`src/design/qkve_pkg.sv`:
```
// Shared types and constants of the query key/value extractor.
package qkve_pkg;

    localparam int QKVE_MAX_KEY   = 24;  // longest key the match chain can hold
    localparam int QKVE_MAX_VALUE = 29;  // value bytes kept per string
    localparam int QKVE_KEY_SLOTS = 24;  // key characters held in the key registers
    localparam int QKVE_ADDR_W    = 5;   // byte address, 64-bit registers at 8*i
    localparam int QKVE_DATA_W    = 64;

    localparam logic [7:0] QKVE_CH_AMP  = 8'h26;  // '&'
    localparam logic [7:0] QKVE_CH_QRY  = 8'h3F;  // '?'
    localparam logic [7:0] QKVE_CH_EQ   = 8'h3D;  // '='
    localparam logic [7:0] QKVE_CH_SEMI = 8'h3B;  // ';'
    localparam logic [7:0] QKVE_CH_LF   = 8'h0A;  // newline
    localparam logic [7:0] QKVE_CH_NUL  = 8'h00;

    typedef enum logic [1:0] {
        REG_KEY_LENGTH = 2'd0,
        REG_KEY_LOW    = 2'd1,
        REG_KEY_MID    = 2'd2,
        REG_KEY_HIGH   = 2'd3
    } t_reg_idx;

    typedef enum logic {
        ST_SCAN = 1'b0,
        ST_EMIT = 1'b1
    } t_state;

    // partial-match status of both pattern forms
    typedef struct packed {
        logic amp;
        logic qry;
    } t_lane;

endpackage

```
`src/design/qkve_match_cell.sv`:
```
// One cell of the pattern match chain: compares the incoming byte and extends the neighbor's run.
module qkve_match_cell (
    input  logic                i_clk,
    input  logic                i_rst_n,
    input  logic                i_shift,
    input  logic                i_clear,
    input  logic [7:0]          i_byte,
    input  logic [7:0]          i_exp_amp,
    input  logic [7:0]          i_exp_qry,
    input  qkve_pkg::t_lane     i_prev,
    output qkve_pkg::t_lane     o_hit,
    output qkve_pkg::t_lane     o_run
);

    qkve_pkg::t_lane r_run;

    // pattern prefix through this cell ends at the current byte
    assign o_hit.amp = i_prev.amp && (i_byte == i_exp_amp);
    assign o_hit.qry = i_prev.qry && (i_byte == i_exp_qry);

    always_ff @(posedge i_clk) begin
        if (!i_rst_n || i_clear) begin
            r_run <= '0;
        end else if (i_shift) begin
            r_run <= o_hit;
        end
    end

    assign o_run = r_run;

endmodule

```
`src/design/qkve_value_cell.sv`:
```
// One cell of the value buffer chain: loaded during capture, shifts toward the head on emission.
module qkve_value_cell (
    input  logic       i_clk,
    input  logic       i_write,
    input  logic [7:0] i_wr_byte,
    input  logic       i_shift,
    input  logic [7:0] i_next,
    output logic [7:0] o_byte
);

    logic [7:0] r_byte;

    always_ff @(posedge i_clk) begin
        if (i_write) begin
            r_byte <= i_wr_byte;
        end else if (i_shift) begin
            r_byte <= i_next;
        end
    end

    assign o_byte = r_byte;

endmodule

```
`src/design/query_key_value_extractor_top.sv`:
```
// Top level of the query key/value extractor: config port, match chain, value chain, control.
// Input: a byte that does not end the string is absorbed at 1 byte per cycle while in scan.
// On the end-of-string byte the first result appears the next cycle; N value bytes
// leave at one per cycle while the receiver is ready (one result if empty), input held off meanwhile.
// Reset (synchronous, active low) clears control, match chain and key registers;
// the value buffer is not cleared and no clearing pass is run.
module query_key_value_extractor_top #(
    parameter int MAX_KEY   = qkve_pkg::QKVE_MAX_KEY,
    parameter int MAX_VALUE = qkve_pkg::QKVE_MAX_VALUE
) (
    input  logic                            i_clk,
    input  logic                            i_rst_n,
    // input channel
    input  logic                            i_in_valid,
    output logic                            o_in_ready,
    input  logic [7:0]                      i_data_byte,
    input  logic                            i_end_of_string,
    // result channel
    output logic                            o_out_valid,
    input  logic                            i_out_ready,
    output logic [7:0]                      o_value_byte,
    output logic                            o_key_found,
    output logic                            o_from_query_form,
    output logic                            o_value_empty,
    output logic                            o_value_truncated,
    output logic                            o_last_of_value,
    // configuration port
    input  logic                            psel,
    input  logic                            penable,
    input  logic                            pwrite,
    input  logic [qkve_pkg::QKVE_ADDR_W-1:0] paddr,
    input  logic [qkve_pkg::QKVE_DATA_W-1:0] pwdata,
    output logic [qkve_pkg::QKVE_DATA_W-1:0] prdata,
    output logic                            pready
);

    localparam int LW = $clog2(MAX_KEY + 2);     // indexes cells 0..MAX_KEY+1
    localparam int VW = $clog2(MAX_VALUE + 1);   // value count 0..MAX_VALUE

    // ------------------------------------------------------------------
    // Configuration registers
    // ------------------------------------------------------------------
    logic [4:0]  r_key_length;
    logic [63:0] r_key_low;
    logic [63:0] r_key_mid;
    logic [63:0] r_key_high;

    logic              w_cfg_wr;
    qkve_pkg::t_reg_idx w_cfg_idx;

    assign pready    = 1'b1;
    assign w_cfg_wr  = psel && penable && pwrite;
    assign w_cfg_idx = qkve_pkg::t_reg_idx'(paddr[4:3]);

    always_ff @(posedge i_clk) begin
        if (!i_rst_n) begin
            r_key_length <= 5'd1;
            r_key_low    <= '0;
            r_key_mid    <= '0;
            r_key_high   <= '0;
        end else if (w_cfg_wr) begin
            unique case (w_cfg_idx)
                qkve_pkg::REG_KEY_LENGTH: r_key_length <= pwdata[4:0];
                qkve_pkg::REG_KEY_LOW:    r_key_low    <= pwdata;
                qkve_pkg::REG_KEY_MID:    r_key_mid    <= pwdata;
                qkve_pkg::REG_KEY_HIGH:   r_key_high   <= pwdata;
                default: ;
            endcase
        end
    end

    always_comb begin
        unique case (w_cfg_idx)
            qkve_pkg::REG_KEY_LENGTH: prdata = {59'd0, r_key_length};
            qkve_pkg::REG_KEY_LOW:    prdata = r_key_low;
            qkve_pkg::REG_KEY_MID:    prdata = r_key_mid;
            qkve_pkg::REG_KEY_HIGH:   prdata = r_key_high;
            default:                  prdata = '0;
        endcase
    end

    // ------------------------------------------------------------------
    // Control state
    // ------------------------------------------------------------------
    qkve_pkg::t_state r_state, n_state;
    logic [VW-1:0]    r_left, n_left;      // results still to send
    logic [VW-1:0]    r_count, n_count;    // bytes captured so far
    logic             r_capt, n_capt;
    logic             r_amp, n_amp;        // '&' form seen
    logic             r_qry, n_qry;        // '?' form seen
    logic             r_trunc, n_trunc;
    logic             r_ended, n_ended;    // zero byte seen

    logic w_acc_in, w_acc_out, w_last, w_clear, w_shift_val, w_live, w_store_wr;

    assign o_in_ready  = (r_state == qkve_pkg::ST_SCAN);
    assign o_out_valid = (r_state == qkve_pkg::ST_EMIT);
    assign w_acc_in    = i_in_valid && o_in_ready;
    assign w_acc_out   = o_out_valid && i_out_ready;
    assign w_last      = (r_left <= VW'(1));
    // a byte that advances the match chain
    assign w_live      = w_acc_in && !r_ended && (i_data_byte != qkve_pkg::QKVE_CH_NUL);

    // ------------------------------------------------------------------
    // Match chain: cell 0 checks the prefix, cell k (1..len) key char k-1,
    // cell len+1 the '='. A hit out of cell len+1 is a full pattern.
    // ------------------------------------------------------------------
    logic [LW-1:0]   w_len, w_len_p1;
    logic [191:0]    w_key_flat;
    qkve_pkg::t_lane w_hit [0:MAX_KEY+1];
    qkve_pkg::t_lane w_run [0:MAX_KEY];
    qkve_pkg::t_lane w_match;

    assign w_len      = (32'(r_key_length) > MAX_KEY) ? LW'(MAX_KEY) : LW'(r_key_length);
    assign w_len_p1   = w_len + LW'(1);
    assign w_key_flat = {r_key_high, r_key_mid, r_key_low};
    assign w_match    = w_hit[w_len_p1];

    qkve_match_cell u_prefix_cell (
        .i_clk     (i_clk),
        .i_rst_n   (i_rst_n),
        .i_shift   (w_live),
        .i_clear   (w_clear),
        .i_byte    (i_data_byte),
        .i_exp_amp (qkve_pkg::QKVE_CH_AMP),
        .i_exp_qry (qkve_pkg::QKVE_CH_QRY),
        .i_prev    ('{amp: 1'b1, qry: 1'b1}),
        .o_hit     (w_hit[0]),
        .o_run     (w_run[0])
    );

    for (genvar k = 1; k <= MAX_KEY + 1; k++) begin : g_match
        logic [7:0] w_key_c;
        logic [7:0] w_exp;

        // key characters past the key registers read as zero
        if (k - 1 < qkve_pkg::QKVE_KEY_SLOTS) begin : g_key
            assign w_key_c = w_key_flat[(k-1)*8 +: 8];
        end else begin : g_nokey
            assign w_key_c = qkve_pkg::QKVE_CH_NUL;
        end

        assign w_exp = (LW'(k) <= w_len) ? w_key_c : qkve_pkg::QKVE_CH_EQ;

        if (k <= MAX_KEY) begin : g_mid
            qkve_match_cell u_cell (
                .i_clk     (i_clk),
                .i_rst_n   (i_rst_n),
                .i_shift   (w_live),
                .i_clear   (w_clear),
                .i_byte    (i_data_byte),
                .i_exp_amp (w_exp),
                .i_exp_qry (w_exp),
                .i_prev    (w_run[k-1]),
                .o_hit     (w_hit[k]),
                .o_run     (w_run[k])
            );
        end else begin : g_tail
            // last cell only ever terminates a pattern; its run is never extended
            qkve_match_cell u_cell (
                .i_clk     (i_clk),
                .i_rst_n   (i_rst_n),
                .i_shift   (w_live),
                .i_clear   (w_clear),
                .i_byte    (i_data_byte),
                .i_exp_amp (w_exp),
                .i_exp_qry (w_exp),
                .i_prev    (w_run[k-1]),
                .o_hit     (w_hit[k]),
                .o_run     ()
            );
        end
    end

    // ------------------------------------------------------------------
    // Capture control
    // ------------------------------------------------------------------
    logic w_term;
    assign w_term = (i_data_byte == qkve_pkg::QKVE_CH_AMP) ||
                    (i_data_byte == qkve_pkg::QKVE_CH_SEMI) ||
                    (i_data_byte == qkve_pkg::QKVE_CH_LF);

    always_comb begin
        n_count    = r_count;
        n_capt     = r_capt;
        n_amp      = r_amp;
        n_qry      = r_qry;
        n_trunc    = r_trunc;
        n_ended    = r_ended;
        w_store_wr = 1'b0;
        if (w_acc_in && !r_ended) begin
            if (i_data_byte == qkve_pkg::QKVE_CH_NUL) begin
                n_ended = 1'b1;
                n_capt  = 1'b0;
            end else begin
                if (r_capt) begin
                    if (w_term) begin
                        n_capt = 1'b0;
                    end else if (r_count >= VW'(MAX_VALUE)) begin
                        n_capt  = 1'b0;
                        n_trunc = 1'b1;
                    end else begin
                        w_store_wr = 1'b1;
                        n_count    = r_count + VW'(1);
                    end
                end
                // '&' form wins over a running or finished '?' capture
                if (!r_amp && w_match.amp) begin
                    n_amp   = 1'b1;
                    n_capt  = 1'b1;
                    n_count = '0;
                    n_trunc = 1'b0;
                end else if (!r_amp && !r_qry && w_match.qry) begin
                    n_qry   = 1'b1;
                    n_capt  = 1'b1;
                    n_count = '0;
                    n_trunc = 1'b0;
                end
            end
        end
    end

    // ------------------------------------------------------------------
    // Scan / emit sequencer
    // ------------------------------------------------------------------
    always_comb begin
        n_state     = r_state;
        n_left      = r_left;
        w_clear     = 1'b0;
        w_shift_val = 1'b0;
        unique case (r_state)
            qkve_pkg::ST_SCAN: begin
                if (w_acc_in && i_end_of_string) begin
                    n_state = qkve_pkg::ST_EMIT;
                    n_left  = n_count;
                end
            end
            qkve_pkg::ST_EMIT: begin
                if (w_acc_out) begin
                    if (w_last) begin
                        n_state = qkve_pkg::ST_SCAN;
                        w_clear = 1'b1;
                    end else begin
                        n_left      = r_left - VW'(1);
                        w_shift_val = 1'b1;
                    end
                end
            end
            default: n_state = qkve_pkg::ST_SCAN;
        endcase
    end

    always_ff @(posedge i_clk) begin
        if (!i_rst_n) begin
            r_state <= qkve_pkg::ST_SCAN;
            r_left  <= '0;
            r_count <= '0;
            r_capt  <= 1'b0;
            r_amp   <= 1'b0;
            r_qry   <= 1'b0;
            r_trunc <= 1'b0;
            r_ended <= 1'b0;
        end else begin
            r_state <= n_state;
            r_left  <= n_left;
            if (w_clear) begin
                r_count <= '0;
                r_capt  <= 1'b0;
                r_amp   <= 1'b0;
                r_qry   <= 1'b0;
                r_trunc <= 1'b0;
                r_ended <= 1'b0;
            end else begin
                r_count <= n_count;
                r_capt  <= n_capt;
                r_amp   <= n_amp;
                r_qry   <= n_qry;
                r_trunc <= n_trunc;
                r_ended <= n_ended;
            end
        end
    end

    // ------------------------------------------------------------------
    // Value chain: written at the capture count, drained from cell 0
    // ------------------------------------------------------------------
    logic [7:0] w_val [0:MAX_VALUE];

    assign w_val[MAX_VALUE] = qkve_pkg::QKVE_CH_NUL;

    for (genvar j = 0; j < MAX_VALUE; j++) begin : g_value
        qkve_value_cell u_vcell (
            .i_clk     (i_clk),
            .i_write   (w_store_wr && (r_count == VW'(j))),
            .i_wr_byte (i_data_byte),
            .i_shift   (w_shift_val),
            .i_next    (w_val[j+1]),
            .o_byte    (w_val[j])
        );
    end

    // ------------------------------------------------------------------
    // Result payload
    // ------------------------------------------------------------------
    assign o_value_empty     = (r_left == '0);
    assign o_value_byte      = o_value_empty ? qkve_pkg::QKVE_CH_NUL : w_val[0];
    assign o_key_found       = r_amp || r_qry;
    assign o_from_query_form = r_qry && !r_amp;
    assign o_value_truncated = r_trunc;
    assign o_last_of_value   = w_last;

endmodule

```
`config.mk`:
```
export PLATFORM = sky130hd
export DESIGN_NAME = query_key_value_extractor_top
export DESIGN_NICKNAME = d
export VERILOG_FILES = /design/src/design/qkve_pkg.sv /design/src/design/qkve_match_cell.sv /design/src/design/qkve_value_cell.sv /design/src/design/query_key_value_extractor_top.sv
export SDC_FILE = /design/constraint.sdc
export NUM_CORES = 1
export LEC_CHECK = 0
export ABC_AREA = 1
export BUFFER_PORTS_ARGS = -buffer_cell sky130_fd_sc_hd__buf_4
export CAP_MARGIN = 5
export CORE_MARGIN = 2
export CORE_UTILIZATION = 50
export CTS_CLUSTER_SIZE = 12
export DETAILED_ROUTE_END_ITERATION = 6
export PLACE_DENSITY = 0.67
export SETUP_SLACK_MARGIN = 0.05
export SKIP_LAST_GASP = 1
export SYNTH_ARGS = -nofsm -noshare
export SYNTH_HDL_FRONTEND = slang
export SYNTH_SLANG_ARGS = --single-unit
export TNS_END_PERCENT = 10
```
`constraint.sdc`:
```
create_clock -name i_clk -period 4.3 [get_ports i_clk]
set_clock_uncertainty 0.1 [all_clocks]
set_input_delay 0.645 -clock i_clk [delete_from_list [all_inputs] [get_ports i_clk]]
set_output_delay 0.645 -clock i_clk [all_outputs]
set_load 0.02 [all_outputs]
```
== After elaboration in Yosys (flattened, before gate mapping) ==
Index checks and enable logic that the tools add are counted.

* Input bits: 85
* Logic and storage cells: 458
* Register bits: 495

* Reduce and logical (&&, ||, !) cells: 144
* Bitwise operators: 5
* Order comparisons: 29
* Multiplexer cells: 122
* Equal/unequal tests: 64
* Add/sub/neg operators: 3

{| class="wikitable"
|+ Operator list
! cell !! count
|-
| $mux 8 || 83
|-
| $pmux 64 s4 || 1
|-
| $eq 8x8->1 || 24
|-
| $logic_and 1x1->1 || 90
|-
| $eq 5x5->1 const B || 13
|-
| $reduce_bool 2->1 || 29
|-
| $mux 5 || 11
|-
| $le 5x5->1 const A || 10
|-
| $eq 5x4->1 const B || 8
|-
| $le 4x5->1 const A || 8
|-
| $eq 8x6->1 const B || 3
|-
| $mux 1 || 21
|-
| $eq 5x3->1 const B || 4
|-
| $le 3x5->1 const A || 4
|-
| $add 5x1->5 const B || 2
|-
| $bmux 2 s5 || 1
|-
| $eq 5x2->1 const B || 2
|-
| $le 2x5->1 const A || 2
|-
| $logic_not 5->1 || 2
|-
| $pmux 5 s2 || 1
|-
| $reduce_and 2->1 || 5
|-
| $eq 8x4->1 const B || 1
|-
| $eq 8x6->1 || 1
|-
| $logic_not 8->1 || 1
|-
| 26 further kinds || 40
|}

== Longest topological paths before layout ==
Gate-level depths: netlist of the first run.

* Depth after elaboration: 16
* Mapped depth: 30
* Mapped depth without buffers: 29

== Modules after synthesis ==
Synthesis of the first run repeated with hierarchy kept, for this count alone.

* Cells, all modules: 5221
* Area total of the unflattened synthesis: 33011.7 um2

{| class="wikitable"
|+ By module, submodules not included
! module !! area each (um2) !! sequential area each (um2) !! cells each !! times used
|-
| qkve_match_cell || 452.9 || 40.0 || 97 || 26
|-
| query_key_value_extractor_top || 11039.3 || 4264.1 || 1684 || 1
|-
| qkve_value_cell || 351.6 || 240.2 || 35 || 29
|}

== Worst setup path after synthesis of the first run ==
No wires, ideal clock.

* Kind: reg2reg
* Start point: reg r_key_length[0]
* End point: reg r_left[1]
* Path slack: 1.149 ns
* Library setup time: 0.116 ns
* Stages on the path, launching flop included: 26
* Clock period less this slack: 3.151 ns
* Arrival time: 2.935 ns
* Buffers on the path: 1
* Cell sequence: dfxtp_1 -> nand2_2 -> inv_2 -> clkbuf_1 -> ha_1 -> inv_1 -> o21ai_2 -> nand2_1 -> xor2_1 -> nand3_1 -> nor2_1 -> nand4_1 -> nand2_1 -> inv_1 -> nand2_1 -> nand3_1 -> nand3_1 -> nand2_1 -> nand2_1 -> nand3_2 -> nand2_1 -> nand2_2 -> nand2_1 -> nand2_1 -> nand2_1 -> a21oi_1

* Longest elaborated chain between the ends: 16
* Elaborated cells on any way between the ends: 140
* Those cells by class: add/sub: 1; order compare: 26; eq/ne: 25; mux: 35; bitwise: 1; reduce/logical: 52

{| class="wikitable"
|+ Ends and longest elaborated chain
! element !! line !! source
|-
| start, declared || query_key_value_extractor_top.sv:43 || <nowiki>logic [4:0] r_key_length;</nowiki>
|-
| start signal, assigned || query_key_value_extractor_top.sv:63 || <nowiki>qkve_pkg::REG_KEY_LENGTH: r_key_length <= pwdata[4:0];</nowiki>
|-
| $gt 5x5->1 || query_key_value_extractor_top.sv:114 || <nowiki>assign w_len = (32'(r_key_length) > MAX_KEY) ? LW'(MAX_KEY) : LW'(r_key_length);</nowiki>
|-
| $mux 5 * || query_key_value_extractor_top.sv:114 ||
|-
| $le 5x5->1, or another cell as far along || query_key_value_extractor_top.sv:143 || <nowiki>assign w_exp = (LW'(k) <= w_len) ? w_key_c : qkve_pkg::QKVE_CH_EQ;</nowiki>
|-
| $mux 6 or $mux 8 (tied branches) || query_key_value_extractor_top.sv:143 ||
|-
| $eq 8x6->1 or $eq 8x8->1 (tied branches) || qkve_match_cell.sv:18, qkve_match_cell.sv:19 ||
|-
| $logic_and 1x1->1 || qkve_match_cell.sv:19 || <nowiki>assign o_hit.qry = i_prev.qry && (i_byte == i_exp_qry);</nowiki>
|-
| $bmux 2 s5 * || query_key_value_extractor_top.sv:117 || <nowiki>assign w_match = w_hit[w_len_p1];</nowiki>
|-
| $mux 2 (implied by the code) * (2 in a row) || query_key_value_extractor_top.sv:117 ||
|-
| $logic_and 1x1->1 || query_key_value_extractor_top.sv:213 || <nowiki>end else if (!r_amp && !r_qry && w_match.qry) begin</nowiki>
|-
| $mux 5 || query_key_value_extractor_top.sv:213 ||
|-
| $mux 5 * || query_key_value_extractor_top.sv:208 || <nowiki>if (!r_amp && w_match.amp) begin</nowiki>
|-
| $mux 5 * || query_key_value_extractor_top.sv:192 || <nowiki>if (i_data_byte == qkve_pkg::QKVE_CH_NUL) begin</nowiki>
|-
| $mux 5 * || query_key_value_extractor_top.sv:191 || <nowiki>if (w_acc_in && !r_ended) begin</nowiki>
|-
| $mux 5 * || query_key_value_extractor_top.sv:233 || <nowiki>if (w_acc_in && i_end_of_string) begin</nowiki>
|-
| $pmux 5 s2 * || query_key_value_extractor_top.sv:231 || <nowiki>unique case (r_state)</nowiki>
|-
| end signal, assigned || query_key_value_extractor_top.sv:265 || <nowiki>r_left <= n_left;</nowiki>
|-
| end, declared || query_key_value_extractor_top.sv:86 || <nowiki>logic [VW-1:0] r_left, n_left;</nowiki>
|}

Every way passes the cells marked *; elsewhere a longest branch is shown, timed or not. The select of a mux whose other input is x is not followed.
A chain may end at the register's enable or synchronous reset.

== Worst setup path after layout of the first run ==
* Start point: reg r_key_length[1]
* End point: reg r_left[1]

Same word-level chain as after synthesis.

==> results.cfg, run 1 <==
[status]
status = finished, final reports clean

[synthesis]
synth_top_cell_area_share_pct = 27.4
ys_seq_area_share_pct = 48.1
synth_warnings = 0
synth_nets = 3432
ys_types = 44
syn_avg_cell_area_um2 = 7.62
synth_edf_count = 232
synth_common_cells = nand2_1, o21ai_0, nor2_1, dfxtp_1, edfxtp_1
yosysMostFrequentCell = nand2_1
synth_area_leader_cell = edfxtp_1
synth_area_leaders = edfxtp_1, dfxtp_1, nand2_1
synth_seq_cells = 495
synth_ff_type = dfxtp_1
syn_area_um2 = 25400
async_reset_ff_share_pct = 0
syn_inst = 3336

[global_route]
grt.overflow.total = 0
grt_pass1_wl_um = 125000
first_global_vias = 21800
grt_antenna_before_repair = 2
grt_start_max_net_pins = 109
grt_use_total_pct = 30.2

[power_and_ir_drop]
p_sw_share_pct = 25.4
clockPowerShare_pct = 43.2
p_sw_uw = 2790
leakage_uw = 0.0117
pwr-share-seq_pct = 47.0
comb_power_share_pct = 9.8
power.density_nw_per_um2 = 378
intPower_uw = 8170
vdd_drop_max_uv = 325

[setup_path]
cpMostUsedCell = nand2_1
r2r_setup_slack_ns = 0.30
reg2reg_to = r_left[1]
crit_path_max_fanout = 8
crit_path_start_kind = flip-flop
worst_ep_required_time_ns = 4.71
cpLargestDelayFamily = simple AND/OR/NAND/NOR gates
crit_path_end_kind = flip-flop
cpMaxStageDelayCell = dfxtp_1
r2r_cells = 27
max_stage_delay_ns = 0.33
worstSetupPathType = reg2reg
critical_path_buf_inv_count = 2
cp_num_cells = 27
arrival_ns = 4.41
reg2reg_from = r_key_length[1]

[timing]
slew_headroom_pct = 38.8
period_share_pct = 92.9
hold_viol = 0
setup_tns_ns = 0
fin_hold_ws_ns = 0.160
fmax_mhz = 250
drv_slew = 0
worst_pin_slew_ns = 0.917
post-route-min-period_ns = 4.00
finalSetupViolCount = 0
rsz0062_at_grt = no

[floorplan]
dieHeight_um = 229
start_util_pct = 50.6
rows = 82
fp.dieArea_um2 = 52600
ios = 165
die_x_um = 229
fp.coreArea_um2 = 50200

[cts]
clock-root-buffer = clkbuf_16
cts_sinks = 495
clock_path_buffers = 3
postCtsHoldBufs = 0
cts_tree = built
htreeDepth = 2
clkTransAtPathRegs_ns = 0.06
clk_latency_ns = 0.63
cts_buffers = 54

[cells_and_area]
stdcell_area_um2 = 29000
area_growth_pct = 14.1
fin_nets = 3503
multi_input_area_um2 = 11400
seq_area_um2 = 12200
fin_cells = 4123
drive_above_1_share_pct = 11.3
fillerInstances = 4546

[detailed_routing]
via_count = 24200
ant_nets = 0
initialDrtViolationCount = 2980
vias_per_cell = 5.86
first_pass_iters = 5
wire_per_inst_um = 19.7
drc = 0
wl_um = 81300

[placement]
dpl.hpwl_um = 54300
placed_cells = 4022
port_buffers = 160
gp_congestion = 0.988
postPlaceCellArea_um2 = 27200

[flow_run]
maxCapViolCount = 0

[min_path]
hp-start = pwdata[49]
hold_end = r_key_high[49]
hold_path_depth = 3
min_path_type = in2reg
## worst max path at each step
| stage | start | to | slack, ns |
|---|---|---|---|
| floorplan | r_key_length[0] | r_left[1] | 1.15 |
| CTS | r_key_length[1] | r_left[1] | 0.32 |
| global placement | r_key_length[1] | r_left[1] | 0.39 |
| finish | r_key_length[1] | r_left[1] | 0.30 |
| detailed placement | r_key_length[1] | r_left[1] | 0.36 |
| global route | r_key_length[1] | r_left[1] | 0.06 |
## logic make-up (layout without fill, tap and decap cells)
logic type      Yosys count  count (layout)  synth area share [%]
simple gates           1558            1558                  26.3
other cells               1               3                0.0148
fa+ha+maj                11              11                 0.542
buf+inv                 446             559                  7.09
xor+xnor                 56              56                  1.93
flops                   495             495                  48.1
compound gates          769             769                  15.9
## routing by layer
layer | share of wire [%] | global-route usage [%]
met1 | 44 | 43.9
met2 | 43 | 45.0
met3 | 9.8 | 4.71
met4 | 3.5 | 11.9
met5 | 0 | 0
## power groups by stage
| stage | clock, uW | combinational, uW | sequential [uW] |
|---|---|---|---|
| global placement | 0 | 1020 | 5250 |
| detailed placement | 0 | 1040 | 5250 |
| finish | 4730 | 1070 | 5160 |
| global route | 4970 | 1170 | 5170 |
| CTS | 4770 | 1050 | 5150 |
| floorplan | 0 | 647 | 5230 |
## cells in the final DEF (no fill, tap or decap), drive strengths merged
master | synthesis | layout
a211oi | 2 | 2
a21oi | 204 | 204
a221oi | 1 | 1
a31o | 1 | 1
a31oi | 2 | 2
buf | 48 | 242
bufinv | 0 | 6
clkbuf | 179 | 79
clkinv | 5 | 13
conb | 1 | 1
dfxtp | 263 | 263
diode | 0 | 2
edfxtp | 232 | 232
ha | 11 | 11
inv | 214 | 219
nand2 | 895 | 895
nand2b | 2 | 2
nand3 | 233 | 233
nand3b | 2 | 2
nand4 | 118 | 118
nor2 | 281 | 281
nor3 | 9 | 9
nor4 | 18 | 18
o211ai | 7 | 7
o21ai | 513 | 513
o221ai | 37 | 37
o22ai | 2 | 2
xor2 | 56 | 56
## worst reg2reg max path: stages, from the launching register on
cell and delay [ns]:
dfxtp_1 0.33, nor2_2 0.17, nand2_1 0.14, nand2_1 0.10, inv_1 0.04, nor2_1 0.21, inv_1 0.07, ha_1 0.31
nand4_1 0.23, nand2_2 0.18, nand2_1 0.17, xor2_1 0.10, nor2_1 0.13, nand2_1 0.07, nor2_2 0.28, nand3_1 0.11
nand2_1 0.09, nand3_1 0.11, nand3_1 0.11, nand2_1 0.06, nand2_1 0.10, nand3_2 0.11, nand2_1 0.09, nand2_2 0.11
nand2_1 0.16, nand2_1 0.08, nand2_1 0.07, a21oi_1 0.05
## through the flow
step                total power [uW]  util [%]  worst slack [ns]
global placement                6270      54.1             0.385
detailed placement              6290      54.1             0.359
CTS                            11000      57.7             0.324
global route                   11300      57.8            0.0582
finish                         11000      57.8             0.303
floorplan                       5870         -              1.15
## sequential cells by signal, summed over array words and instances, names as in the netlist, 2 cells and up
signal	count
g_match.g_mid.u_cell.o_run	48
g_value.u_vcell.o_byte	232
r_count	5
r_key_high	64
r_key_length	5
r_key_low	64
r_key_mid	64
r_left	5
u_prefix_cell.o_run	2
## area by class of cell
class                      instances  area share [%]
antenna                            2          0.0173
clock buffer                      79            5.19
clock inverter                    19           0.928
inverter                         219            2.86
multi-input combinational       2395            39.4
sequential                       495            42.2
tap                              672            2.90
timing repair buffer             242            6.53
## repair_timing
action	4_1_cts	5_1_grt
resized for setup	0	8
setup endpoints to repair	0	11
setup buffers	0	1
No activity file was read; power rests on OpenSTA's default activity.
==> run 2: changes to the inputs <==
CORE_ASPECT_RATIO = 1.25   (was default)
==> run 2 against run 1 <==
Compared with the run above: fmax grew 3.2%; first-iteration DRC count is 25% lower; final cell count fell by 0.80%; core utilization fell by 0.80 points; clock-buffer cell count increased by 3; critical path depth down 2; via count decreased by 0.45%; clock power down 9.1%; global-route usage up 0.55 points; largest cell class unchanged; largest power group unchanged.
==> results.cfg, run 2 (synthesis results as in run 1) <==
[status]
status = finished, final reports clean

[cells_and_area]
area_growth_pct = 12.8
fin_nets = 3488
diodes = 0
fin_cells = 4090
layout_commonest_cell = nand2_1
mostFrequentLayoutCells = nand2_1, o21ai_0, nor2_1
largest_reg_flops = 232
drive_above_1_share_pct = 10.7

[cts]
clkTransAtPathRegs_ns = 0.06
clock-root-buffer = clkbuf_16
cts_resized = 0
cts_sinks = 495
htreeDepth = 2
clk_latency_ns = 0.61
cts_tree = built
cts_buffers = 51
postCtsHoldBufs = 0
clock_path_buffers = 3
post_cts_buffers = 0

[setup_path]
crit_path_start_kind = flip-flop
r2r_setup_slack_ns = 0.43
reg2reg_from = r_key_length[1]
crit_path_max_fanout = 16
r2r_cells = 25
worst_ep_required_time_ns = 4.70
arrival_ns = 4.28
crit_path_end_kind = flip-flop
worstSetupPathType = reg2reg
reg2reg_to = r_left[1]

[min_path]
hold_path_depth = 3
min_path_type = in2reg
hold_end = r_key_mid[18]
hp-start = pwdata[18]

[detailed_routing]
via_count = 24100
first_pass_iters = 6
wl_um = 82500
initialDrtViolationCount = 2234
ant_nets = 0
wire_per_inst_um = 20.2
drc = 0
vias_per_cell = 5.88

[placement]
gp_congestion = 0.968
placed_cells = 3997
port_buffers = 160
dpl.hpwl_um = 55500

[power_and_ir_drop]
leakage_uw = 0.0116
power.density_nw_per_um2 = 367
vdd_drop_max_uv = 290

[global_route]
first_global_vias = 22700
grt.overflow.total = 0
grt_start_max_net_pins = 203
grt_pass1_wl_um = 126000
grt_use_total_pct = 30.7
grt_antenna_before_repair = 1

[timing]
drv_slew = 0
hold_viol = 0
setup_tns_ns = 0
finalSetupViolCount = 0
post-route-min-period_ns = 3.87
worst_pin_slew_ns = 1.11
rsz0062_at_grt = no
slew_headroom_pct = 25.9
period_share_pct = 90.1
fmax_mhz = 258

[floorplan]
fp.dieArea_um2 = 52600
fp.coreArea_um2 = 50300
start_util_pct = 50.5
rows = 92
die_x_um = 206
ios = 165
dieHeight_um = 256

[flow_run]
maxCapViolCount = 0
run 2: cell count changes in the layout (fill, tap and decap cells not counted), moves of 4 or more:
cell	previous run	this run
bufinv_16	6	1
buf_4	236	226
clkinv_2	9	4
clkbuf_8	6	10
nor2_1	266	270
nor2_2	12	8
run 2: worst max-delay path: stages, from the launching register on:
cell     delay, ns
dfxtp_1       0.32
nor2_2        0.17
nand2_1       0.15
nand2_1       0.12
inv_1         0.05
nor2_1        0.19
ha_2          0.29
nand3_1       0.12
nand2_2       0.29
nand3_1       0.11
nand2_1       0.09
nand3_1       0.13
nor2_1        0.36
nand4_1       0.14
nand2_1       0.12
nand3_1       0.07
nand3_1       0.09
nand2_1       0.05
nand2_1       0.10
nand3_2       0.11
nand2_1       0.09
nand2_2       0.11
nand2_1       0.14
nand2_1       0.09
nand2_1       0.08
a21oi_1       0.06
run 2: worst max path at each step:
| stage | endpoint | cells after the start | slack, ns | startpoint |
|---|---|---|---|---|
| after detailed placement | r_left[1] | 25 | 0.40 | r_key_length[0] |
| after CTS | r_left[1] | 25 | 0.35 | r_key_length[0] |
| after global placement | r_left[1] | 25 | 0.48 | r_key_length[0] |
| after floorplan | r_left[1] | 25 | 1.15 | r_key_length[0] |
| after global routing | r_left[1] | 27 | 0.06 | r_key_length[1] |
| final | r_left[1] | 25 | 0.43 | r_key_length[1] |
run 2: area by class of cell:
type | instances | area [um^2]
Timing Repair Buffer | 230 | 1780
Tap cell | 658 | 823
Fill cell | 4604 | 21600
Clock buffer | 82 | 1490
Multi-Input combinational cell | 2395 | 11400
Inverter | 219 | 830
Sequential cell | 495 | 12200
Clock inverter | 11 | 91.3
run 2: stage by stage:
stage	setup WS (ns)	power, uW	util, %	cell area, um^2	hold WS (ns)
3_3_place_gp	0.485	6270	53.8	27000	0.361
5_1_grt	0.0567	10900	57.0	28700	0.177
4_1_cts	0.349	10500	56.9	28600	0.162
3_5_place_dp	0.396	6300	53.8	27000	0.367
6_report	0.427	10500	57.0	28700	0.176
2_1_floorplan	1.15	5870	-	25400	0.344
run 2: layer usage:
layer,global-route usage (%),vias up,routed length (um)
met2,53.0,1102,40600
met4,14.4,2,4020
met5,0,-,13
li1,-,11400,-
met3,4.65,272,6180
met1,37.4,11300,31700
run 2: power by group:
part | internal (uW) | total [uW] | switching, uW
Clock | 2430 | 4300 | 1870
Combinational | 310 | 1070 | 756
Sequential | 5070 | 5160 | 84.7
